<file path="config.mk">
export PLATFORM = sky130hd
export DESIGN_NAME = script_source_tokenizer
export DESIGN_NICKNAME = d
export VERILOG_FILES = /design/src/rtl/sst_pkg.sv /design/src/rtl/script_source_tokenizer.sv /design/src/rtl/sst_rq.sv
export SDC_FILE = /design/constraint.sdc
export NUM_CORES = 2
export LEC_CHECK = 0
export ABC_AREA = 1
export BUFFER_PORTS_ARGS = -buffer_cell sky130_fd_sc_hd__buf_2
export CORE_ASPECT_RATIO = 1.1
export CORE_MARGIN = 2
export CORE_UTILIZATION = 43
export CTS_BUF_LIST = sky130_fd_sc_hd__clkbuf_2
export CTS_CLUSTER_DIAMETER = 30
export DETAILED_ROUTE_END_ITERATION = 10
export PLACE_DENSITY = 0.67
export SLEW_MARGIN = 40
export SYNTH_ARGS = -nofsm -noshare
export SYNTH_HDL_FRONTEND = slang
export SYNTH_SLANG_ARGS = --single-unit
export TNS_END_PERCENT = 100
</file>
<file path="constraint.sdc">
create_clock -name clk -period 8.55 [get_ports clk]
set_input_delay 0.4275 -clock clk [delete_from_list [all_inputs] [get_ports clk]]
set_output_delay 0.4275 -clock clk [all_outputs]
set_load 0.005 [all_outputs]
</file>
<file path="src/rtl/sst_pkg.sv">
package sst_pkg;

    // Default widths of the position and line fields
    localparam int POSITION_BITS_DEF = 32;
    localparam int LINE_BITS_DEF     = 24;

    // Scanner modes, one-hot
    typedef enum logic [4:0] {
        MODE_IDLE  = 5'b00001,
        MODE_INT   = 5'b00010,
        MODE_IDENT = 5'b00100,
        MODE_COLON = 5'b01000,
        MODE_DONE  = 5'b10000
    } mode_t;

    // Token kinds
    localparam logic [2:0] K_INT     = 3'd0;
    localparam logic [2:0] K_IDENT   = 3'd1;
    localparam logic [2:0] K_KEYWORD = 3'd2;
    localparam logic [2:0] K_OP      = 3'd3;
    localparam logic [2:0] K_EOF     = 3'd4;
    localparam logic [2:0] K_ERROR   = 3'd5;

    // Error codes
    localparam logic [63:0] ERR_INVALID  = 64'd0;
    localparam logic [63:0] ERR_OVERFLOW = 64'd1;
    localparam logic [63:0] ERR_UNDEF_OP = 64'd2;

    // Operator codes
    localparam logic [3:0] OP_ASSIGN = 4'd0;
    localparam logic [3:0] OP_DEFINE = 4'd1;
    localparam logic [3:0] OP_PLUS   = 4'd2;
    localparam logic [3:0] OP_MINUS  = 4'd3;
    localparam logic [3:0] OP_STAR   = 4'd4;
    localparam logic [3:0] OP_SLASH  = 4'd5;
    localparam logic [3:0] OP_LPAREN = 4'd6;
    localparam logic [3:0] OP_RPAREN = 4'd7;
    localparam logic [3:0] OP_LBRACE = 4'd8;
    localparam logic [3:0] OP_RBRACE = 4'd9;

    // Characters of interest
    localparam logic [7:0] CH_NUL        = 8'h00;
    localparam logic [7:0] CH_NEWLINE    = 8'h0A;
    localparam logic [7:0] CH_COLON      = 8'h3A;
    localparam logic [7:0] CH_EQUAL      = 8'h3D;
    localparam logic [7:0] CH_UNDERSCORE = 8'h5F;

    // Keywords packed first byte lowest: print, send, if, else, while
    localparam int          KW_COUNT = 5;
    localparam int          KW_BYTES = 5;
    localparam logic [39:0] KW_PACKED [KW_COUNT] = '{
        40'h746E697270,
        40'h00646E6573,
        40'h0000006669,
        40'h0065736C65,
        40'h656C696877
    };

    // Largest accumulator that can still take one more digit
    localparam logic [63:0] U64_TENTH = 64'd1844674407370955161;

    localparam logic [15:0] LEN_MAX = 16'hFFFF;

    // Result queue depth, power of two
    localparam int RQ_DEPTH = 4;

    typedef struct packed {
        logic       hit;
        logic [3:0] code;
    } lookup_t;

    function automatic logic is_digit(input logic [7:0] c);
        return (c >= 8'h30) && (c <= 8'h39);
    endfunction

    function automatic logic is_alpha(input logic [7:0] c);
        return ((c >= 8'h61) && (c <= 8'h7A)) || ((c >= 8'h41) && (c <= 8'h5A));
    endfunction

    function automatic logic is_word(input logic [7:0] c);
        return is_alpha(c) || is_digit(c) || (c == CH_UNDERSCORE);
    endfunction

    function automatic logic is_space(input logic [7:0] c);
        return (c == 8'h20) || ((c >= 8'h09) && (c <= 8'h0D));
    endfunction

    function automatic lookup_t single_op(input logic [7:0] c);
        lookup_t r;
        r.hit  = 1'b1;
        r.code = OP_ASSIGN;
        unique case (c)
            8'h3D:   r.code = OP_ASSIGN;
            8'h2B:   r.code = OP_PLUS;
            8'h2D:   r.code = OP_MINUS;
            8'h2A:   r.code = OP_STAR;
            8'h2F:   r.code = OP_SLASH;
            8'h28:   r.code = OP_LPAREN;
            8'h29:   r.code = OP_RPAREN;
            8'h7B:   r.code = OP_LBRACE;
            8'h7D:   r.code = OP_RBRACE;
            default: r.hit  = 1'b0;
        endcase
        return r;
    endfunction

    function automatic lookup_t kw_lookup(input logic [39:0] prefix);
        lookup_t r;
        r.hit  = 1'b0;
        r.code = 4'd0;
        for (int i = 0; i < KW_COUNT; i++) begin
            if (KW_PACKED[i] == prefix) begin
                r.hit  = 1'b1;
                r.code = 4'(i);
            end
        end
        return r;
    endfunction

    function automatic logic [15:0] sat_inc(input logic [15:0] len);
        return (len == LEN_MAX) ? len : len + 16'd1;
    endfunction

endpackage

</file>
<file path="src/rtl/script_source_tokenizer.sv">
// Streaming source tokenizer. One source byte enters per cycle on the ch channel while ch_ready
// is high and is scanned in the cycle it is accepted; its tokens (at most two: a pending integer
// or identifier closed by the byte, then the byte's own token) go into a four-entry result queue
// that drives the token channel, one token per cycle while token_ready is high. Both tokens of a
// byte that yields two are pushed together, and ch_ready drops when the queue has fewer than two
// free entries. Tokens carry kind, value, line, start offset, length and last_of_run, which marks
// the final token caused by one byte. After EOF or an error no further tokens appear until reset.
module script_source_tokenizer
    import sst_pkg::*;
#(
    parameter int POSITION_BITS = POSITION_BITS_DEF,
    parameter int LINE_BITS     = LINE_BITS_DEF
)
(
    input  logic                     clk,
    input  logic                     rst_n,
    input  logic                     ch_valid,
    output logic                     ch_ready,
    input  logic [7:0]               ch,
    output logic                     token_valid,
    input  logic                     token_ready,
    output logic [2:0]               token_kind,
    output logic [63:0]              token_value,
    output logic [LINE_BITS-1:0]     token_line,
    output logic [POSITION_BITS-1:0] token_start,
    output logic [15:0]              token_length,
    output logic                     last_of_run
);

    typedef struct packed {
        logic [2:0]               kind;
        logic [63:0]              value;
        logic [LINE_BITS-1:0]     line;
        logic [POSITION_BITS-1:0] start;
        logic [15:0]              length;
        logic                     last;
    } result_t;

    localparam int RES_W = $bits(result_t);
    localparam int CNT_W = $clog2(RQ_DEPTH+1);

    mode_t                    mode_reg,   mode_next;
    logic [63:0]              acc_reg,    acc_next;
    logic [LINE_BITS-1:0]     line_reg,   line_next;
    logic [POSITION_BITS-1:0] pos_reg,    pos_next;
    logic [POSITION_BITS-1:0] pstart_reg, pstart_next;
    logic [LINE_BITS-1:0]     pline_reg,  pline_next;
    logic [15:0]              plen_reg,   plen_next;
    logic [39:0]              prefix_reg, prefix_next;

    result_t    res0, res1, own;
    logic [1:0] res_cnt;
    logic       own_emit;
    logic       scan_byte;
    logic [63:0] digit;
    lookup_t    op;
    lookup_t    kw;
    logic       accept;
    logic       pop;
    logic [1:0] push_cnt;
    logic [CNT_W-1:0] rq_count;
    result_t    head;

    assign accept   = ch_valid && ch_ready;
    assign ch_ready = rq_count <= CNT_W'(RQ_DEPTH - 2);
    assign digit    = {60'd0, ch[3:0]};
    assign op       = single_op(ch);
    assign kw       = kw_lookup(prefix_reg);

    // Scan one byte: close the pending token, then scan the byte itself
    always_comb
    begin
        mode_next   = mode_reg;
        acc_next    = acc_reg;
        line_next   = line_reg;
        pos_next    = pos_reg + POSITION_BITS'(1);
        pstart_next = pstart_reg;
        pline_next  = pline_reg;
        plen_next   = plen_reg;
        prefix_next = prefix_reg;
        res0        = '0;
        res1        = '0;
        own         = '0;
        res_cnt     = 2'd0;
        own_emit    = 1'b0;
        scan_byte   = 1'b0;

        unique case (mode_reg)
            MODE_INT:
            begin
                if (is_digit(ch))
                begin
                    if ((acc_reg > U64_TENTH) || ((acc_reg == U64_TENTH) && (ch[3:0] > 4'd5)))
                    begin
                        res0.kind   = K_ERROR;
                        res0.value  = ERR_OVERFLOW;
                        res0.line   = pline_reg;
                        res0.start  = pstart_reg;
                        res0.length = sat_inc(plen_reg);
                        res_cnt     = 2'd1;
                        mode_next   = MODE_DONE;
                    end
                    else
                    begin
                        acc_next  = (acc_reg << 3) + (acc_reg << 1) + digit;
                        plen_next = sat_inc(plen_reg);
                    end
                end
                else
                begin
                    res0.kind   = K_INT;
                    res0.value  = acc_reg;
                    res0.line   = pline_reg;
                    res0.start  = pstart_reg;
                    res0.length = plen_reg;
                    res_cnt     = 2'd1;
                    scan_byte   = 1'b1;
                end
            end
            MODE_IDENT:
            begin
                if (is_word(ch))
                begin
                    if (plen_reg < 16'(KW_BYTES))
                    begin
                        prefix_next[8*plen_reg[2:0] +: 8] = ch;
                    end
                    plen_next = sat_inc(plen_reg);
                end
                else
                begin
                    if (kw.hit && (plen_reg <= 16'(KW_BYTES)))
                    begin
                        res0.kind  = K_KEYWORD;
                        res0.value = 64'(kw.code);
                    end
                    else
                    begin
                        res0.kind  = K_IDENT;
                        res0.value = 64'd0;
                    end
                    res0.line   = pline_reg;
                    res0.start  = pstart_reg;
                    res0.length = plen_reg;
                    res_cnt     = 2'd1;
                    scan_byte   = 1'b1;
                end
            end
            MODE_COLON:
            begin
                res0.line  = pline_reg;
                res0.start = pstart_reg;
                res_cnt    = 2'd1;
                if (ch == CH_EQUAL)
                begin
                    res0.kind   = K_OP;
                    res0.value  = 64'(OP_DEFINE);
                    res0.length = 16'd2;
                    mode_next   = MODE_IDLE;
                end
                else
                begin
                    res0.kind   = K_ERROR;
                    res0.value  = ERR_UNDEF_OP;
                    res0.length = 16'd1;
                    mode_next   = MODE_DONE;
                end
            end
            MODE_IDLE:
            begin
                scan_byte = 1'b1;
            end
            MODE_DONE:
            begin
                pos_next = pos_reg;
            end
            default:
            begin
                pos_next = pos_reg;
            end
        endcase

        // Scan the byte as the start of a new token
        if (scan_byte)
        begin
            mode_next  = MODE_IDLE;
            own.line   = line_reg;
            own.start  = pos_reg;
            own.length = 16'd1;
            if (ch == CH_NUL)
            begin
                own.kind   = K_EOF;
                own.value  = 64'd0;
                own.length = 16'd0;
                own_emit   = 1'b1;
                mode_next  = MODE_DONE;
            end
            else if (is_space(ch))
            begin
                if ((ch == CH_NEWLINE) && (line_reg != '1))
                begin
                    line_next = line_reg + LINE_BITS'(1);
                end
            end
            else if (is_digit(ch))
            begin
                pstart_next = pos_reg;
                pline_next  = line_reg;
                plen_next   = 16'd1;
                acc_next    = digit;
                mode_next   = MODE_INT;
            end
            else if (is_alpha(ch) || (ch == CH_UNDERSCORE))
            begin
                pstart_next = pos_reg;
                pline_next  = line_reg;
                plen_next   = 16'd1;
                prefix_next = {32'd0, ch};
                mode_next   = MODE_IDENT;
            end
            else if (op.hit)
            begin
                own.kind  = K_OP;
                own.value = 64'(op.code);
                own_emit  = 1'b1;
            end
            else if (ch == CH_COLON)
            begin
                pstart_next = pos_reg;
                pline_next  = line_reg;
                plen_next   = 16'd1;
                mode_next   = MODE_COLON;
            end
            else
            begin
                own.kind  = K_ERROR;
                own.value = ERR_INVALID;
                own_emit  = 1'b1;
                mode_next = MODE_DONE;
            end
        end

        // Place the byte's own token behind any closed one, mark the last
        if (own_emit)
        begin
            if (res_cnt == 2'd0)
            begin
                res0 = own;
            end
            else
            begin
                res1 = own;
            end
            res_cnt = res_cnt + 2'd1;
        end
        if (res_cnt == 2'd2)
        begin
            res1.last = 1'b1;
        end
        else
        begin
            res0.last = 1'b1;
        end
    end

    // Hold scanner state, advance on each accepted request
    always_ff @(posedge clk or negedge rst_n)
    begin
        if (!rst_n)
        begin
            mode_reg   <= MODE_IDLE;
            acc_reg    <= '0;
            line_reg   <= LINE_BITS'(1);
            pos_reg    <= '0;
            pstart_reg <= '0;
            pline_reg  <= LINE_BITS'(1);
            plen_reg   <= '0;
            prefix_reg <= '0;
        end
        else if (accept)
        begin
            mode_reg   <= mode_next;
            acc_reg    <= acc_next;
            line_reg   <= line_next;
            pos_reg    <= pos_next;
            pstart_reg <= pstart_next;
            pline_reg  <= pline_next;
            plen_reg   <= plen_next;
            prefix_reg <= prefix_next;
        end
    end

    assign push_cnt = accept ? res_cnt : 2'd0;
    assign pop      = token_valid && token_ready;

    sst_rq #(
        .WIDTH (RES_W)
    ) u_rq (
        .clk        (clk),
        .rst_n      (rst_n),
        .push_cnt   (push_cnt),
        .push_data0 (res0),
        .push_data1 (res1),
        .pop        (pop),
        .head_data  (head),
        .count      (rq_count)
    );

    // Drive the token channel from the queue head
    assign token_valid  = rq_count != '0;
    assign token_kind   = head.kind;
    assign token_value  = head.value;
    assign token_line   = head.line;
    assign token_start  = head.start;
    assign token_length = head.length;
    assign last_of_run  = head.last;

`ifndef SYNTH
    a_done_sticky: assert property (@(posedge clk) disable iff (!rst_n)
        (mode_reg == MODE_DONE) |=> (mode_reg == MODE_DONE))
        else $error("scanner left the stopped mode");

    a_done_silent: assert property (@(posedge clk) disable iff (!rst_n)
        (accept && (mode_reg == MODE_DONE)) |-> (push_cnt == 2'd0))
        else $error("token produced after stop");

    a_pending_len: assert property (@(posedge clk) disable iff (!rst_n)
        ((mode_reg == MODE_INT) || (mode_reg == MODE_IDENT) || (mode_reg == MODE_COLON))
        |-> (plen_reg != 16'd0))
        else $error("pending token with zero length");

    a_room: assert property (@(posedge clk) disable iff (!rst_n)
        accept |-> (rq_count <= CNT_W'(RQ_DEPTH - 2)))
        else $error("byte accepted without room for two tokens");
`endif

endmodule

</file>
<file path="src/rtl/sst_rq.sv">
module sst_rq
    import sst_pkg::*;
#(
    parameter int WIDTH = 8
)
(
    input  logic             clk,
    input  logic             rst_n,
    input  logic [1:0]       push_cnt,
    input  logic [WIDTH-1:0] push_data0,
    input  logic [WIDTH-1:0] push_data1,
    input  logic             pop,
    output logic [WIDTH-1:0] head_data,
    output logic [$clog2(RQ_DEPTH+1)-1:0] count
);

    localparam int IDX_W = $clog2(RQ_DEPTH);
    localparam int CNT_W = $clog2(RQ_DEPTH+1);

    logic [WIDTH-1:0] slot_reg [RQ_DEPTH];
    logic [IDX_W-1:0] head_reg;
    logic [IDX_W-1:0] head_next;
    logic [CNT_W-1:0] count_reg;
    logic [CNT_W-1:0] count_next;
    logic [IDX_W-1:0] tail;
    logic [IDX_W-1:0] tail_plus;

    // Locate the write slots behind the stored requests
    assign tail      = head_reg + count_reg[IDX_W-1:0];
    assign tail_plus = tail + IDX_W'(1);

    // Advance head and occupancy
    always_comb
    begin
        head_next  = head_reg + (pop ? IDX_W'(1) : IDX_W'(0));
        count_next = count_reg + CNT_W'(push_cnt) - (pop ? CNT_W'(1) : CNT_W'(0));
    end

    always_ff @(posedge clk or negedge rst_n)
    begin
        if (!rst_n)
        begin
            head_reg  <= '0;
            count_reg <= '0;
        end
        else
        begin
            head_reg  <= head_next;
            count_reg <= count_next;
        end
    end

    // Store incoming results
    always_ff @(posedge clk)
    begin
        if (push_cnt != 2'd0)
        begin
            slot_reg[tail] <= push_data0;
        end
        if (push_cnt == 2'd2)
        begin
            slot_reg[tail_plus] <= push_data1;
        end
    end

    assign head_data = slot_reg[head_reg];
    assign count     = count_reg;

`ifndef SYNTH
    a_count_bound: assert property (@(posedge clk) disable iff (!rst_n)
        count_reg <= CNT_W'(RQ_DEPTH))
        else $error("result queue overfilled");

    a_pop_nonempty: assert property (@(posedge clk) disable iff (!rst_n)
        pop |-> (count_reg != '0))
        else $error("result queue popped while empty");

    a_pair_room: assert property (@(posedge clk) disable iff (!rst_n)
        (push_cnt == 2'd2) |-> (count_reg <= CNT_W'(RQ_DEPTH - 2)))
        else $error("two results pushed without room");
`endif

endmodule

</file>
==> flow_summary.yaml <==
run_status:
  outcome: "finished clean"
sta:
  skew_ns: 0.151
  min_period_ns: 5.97
  fmax_mhz: 168
  setup_violations: 0
  finalHoldViolations: 0
  tightest_slew_ns: 1.04
  timing.final.crit_share_pct: 69.8
  setup_slack_ns: 2.58
  rsz0062_at_grt: "false"
  drv_slew: 0
  fin_setup_tns_ns: 0
  slew_headroom_pct: 30.8
yosys:
  syn_avg_cell_area_sq_um: 7.28
  ys_seq_elements: 802
  synth_cells: 6334
  synthArstFlopShare_pct: 30.2
  synth.distinct_cells: 55
  ys_seq_area_share_pct: 43.1
  synth_area_sq_mm: 0.0461
  synth_edf_count: 260
  syn_nets: 6483
  ys_warn_count: 0
  yosys_most_used_dff: "dfxtp_1"
die:
  dieArea_sq_mm: 0.110
  initial_core_util_pct: 43.2
  fp-row-count: 126
  core_sq_mm: 0.107
  die_y_microns: 348
  die_x_microns: 316
  num_io_pins: 154
placement:
  gp_congestion: 1.00
  dpl_worst_slack_ns: 2.25
  io_buffer_count: 153
  dp_hpwl_mm: 103
clock_tree:
  htree_levels: 4
  tritoncts: "yes"
  clk_path_buf_depth: 3
  cts.sinks: 802
  cts_buffers: 212
  clk_pin_slew_ns: 0.09
  worst_skew_pair.late_latency_ns: 1.65
  clockRootBuffer: "clkbuf_2"
finish:
  nNetsFinal: 6599
  final_common_cell: "nand2_1"
  final_cell_mix: "nand2_1, o21ai_0, nor2_1"
  largest_reg_flops: 560
  drive_gt1_share_pct: 10.3
  fillers: 10770
  syn2layout_area_growth_pct: 9.15
global_route:
  grt_pass1_vias: 42695
  gr-total-overflow: 0
  grt_start_max_net_pins: 113
  grt_pass1_wl_mm: 244
  grt_use_total_pct: 28.3
  antenna_found_initial: 7
worst_setup_path:
  required_ns: 9.80
  start_kind: "primary input"
  critPathKind: "primary input to flop"
  end_kind: "flop"
  cp.arrival_ns: 7.22
  cp_max_fo: 45
power:
  total_power_uw: 10900
  p_leak_uw: 0.0224
  vdd_drop_max_mv: 0.199
  p_per_area_mw_per_mm2: 217
route:
  drt_pass1_iterations: 7
  num_vias: 44976
  drt_iter0_markers: 4708
  via_per_inst: 5.59
  drt-wirelength-per-cell_microns: 19.7
  drt-total-wl_mm: 158
  drc_errors: 0
  ant_nets: 0
hold_path:
  hold_path_class: "primary input to flop"
run:
  max_cap_viol_count: 0
==> timing repair <==
action,4_1_cts,5_1_grt
setup endpoints to repair,0,0
resized for setup,0,0
hold buffers,32,0
hold endpoints to repair,409,0
buffers inserted,0,0
==> layout make-up <==
| class | count | area (sq um) | area share (%) |
|---|---|---|---|
| Inverter | 460 | 1750 | 3.48 |
| Clock inverter | 69 | 449 | 0.892 |
| Multi-Input combinational cell | 4733 | 23200 | 46.0 |
| Antenna cell | 5 | 12.5 | 0.0248 |
| Sequential cell | 802 | 19900 | 39.5 |
| Timing Repair Buffer | 241 | 1660 | 3.29 |
| Clock buffer | 331 | 1660 | 3.29 |
| Tap cell | 1408 | 1760 | 3.50 |
==> routing by layer <==
layer | up-vias | wire [microns] | GRT usage, %
li1 | 21415 | - | -
met1 | 21187 | 65900 | 37.0
met2 | 2041 | 73300 | 45.8
met3 | 327 | 13400 | 5.05
met4 | 6 | 5790 | 12.7
met5 | - | 33 | 0
==> report_power, final <==
| group | switching (uW) | internal [uW] | total [uW] | leakage, uW |
|---|---|---|---|---|
| logic | 2690 | 1150 | 3840 | 0.0136 |
| clock network | 1730 | 1160 | 2880 | 0.00160 |
| registers | 199 | 4020 | 4220 | 0.00723 |
| total | 4620 | 6330 | 10900 | 0.0224 |
==> critical path, stage by stage <==
cell and delay [ns]:
dlygate4sd3_1 0.55, buf_2 0.15, dlygate4sd3_1 0.56, nor2_1 0.14, inv_1 0.10, nor2_1 0.25, nand3b_4 0.53, nand3_4 0.48
nand2_1 0.12, nor2_1 0.39, nand2_8 0.30, ha_1 0.44, o21ai_1 0.61, nor2_4 0.10, nor2_4 0.68, clkinv_2 0.84
buf_4 0.49
==> synth_stat cells, types with 3 or more instances <==
master	number	area, sq um
nor2_8	10	200
nor2_1	646	2420
a21o_1	9	67.6
buf_4	10	75.1
fa_1	3	60.1
nor2_2	16	100
nor3_1	65	325
ha_1	134	1680
xnor2_1	25	219
nand2_2	10	62.6
nand3b_1	7	52.6
buf_2	82	410
dfstp_2	3	78.8
o21ai_0	702	3510
o21ai_1	41	205
dfrtp_1	239	5980
a21oi_1	146	731
o21bai_1	8	60.1
edfxtp_1	260	7810
inv_2	11	41.3
a22o_1	72	631
nand3_1	418	2090
inv_1	448	1680
a32o_1	12	120
o211ai_1	9	67.6
a31oi_1	7	43.8
xor2_1	80	701
nand4_1	70	438
nor2_4	21	236
o22ai_1	179	1120
clkbuf_1	202	758
nand2_1	1995	7490
buf_6	9	101
buf_1	35	131
dfxtp_1	300	6010
o21a_1	7	52.6
nor4_1	19	119
==> final timing paths <==
path | from | endpoint | slack (ns) | cells past startpoint
setup reg to reg | acc_reg[33] | u_rq.slot_reg[1][23] | 2.62 | 12
max in group asynchronous | rst_n | prefix_reg[38] | 6.34 | 7
hold / removal | ch[2] | acc_reg[2] | 0.29 | 8
setup / recovery | ch[7] | u_rq.slot_reg[1][23] | 2.58 | 17
min in group asynchronous | rst_n | pstart_reg[30] | 0.44 | 5
hold reg to reg | u_rq.slot_reg[2][16] | u_rq.slot_reg[2][16] | 0.45 | 2
==> metrics by stage <==
step	util, %	cell area, sq um	hold slack (ns)	cells
floorplan	-	46100	0.132	6334
global placement	44.6	47700	0.389	7608
detailed placement	44.8	47900	0.393	7612
CTS	47.1	50300	0.0637	8044
global route	47.1	50400	0.233	8048
finish	47.1	50400	0.290	8049
==> kinds of logic (layout without fill, tap and decap cells) <==
| family | after synthesis | count (layout) | synth area share [%] |
|---|---|---|---|
| xor gates and xnor gates | 105 | 105 | 1.99 |
| and+or+nand+nor | 3292 | 3292 | 29.7 |
| other | 0 | 5 | 0 |
| AOI/OAI and AO/OA | 1199 | 1199 | 14.5 |
| DFF | 802 | 802 | 43.1 |
| adders and majority gates | 137 | 137 | 3.76 |
| buffers and inverters | 799 | 1101 | 6.99 |
(Power assumes the default switching activity.)
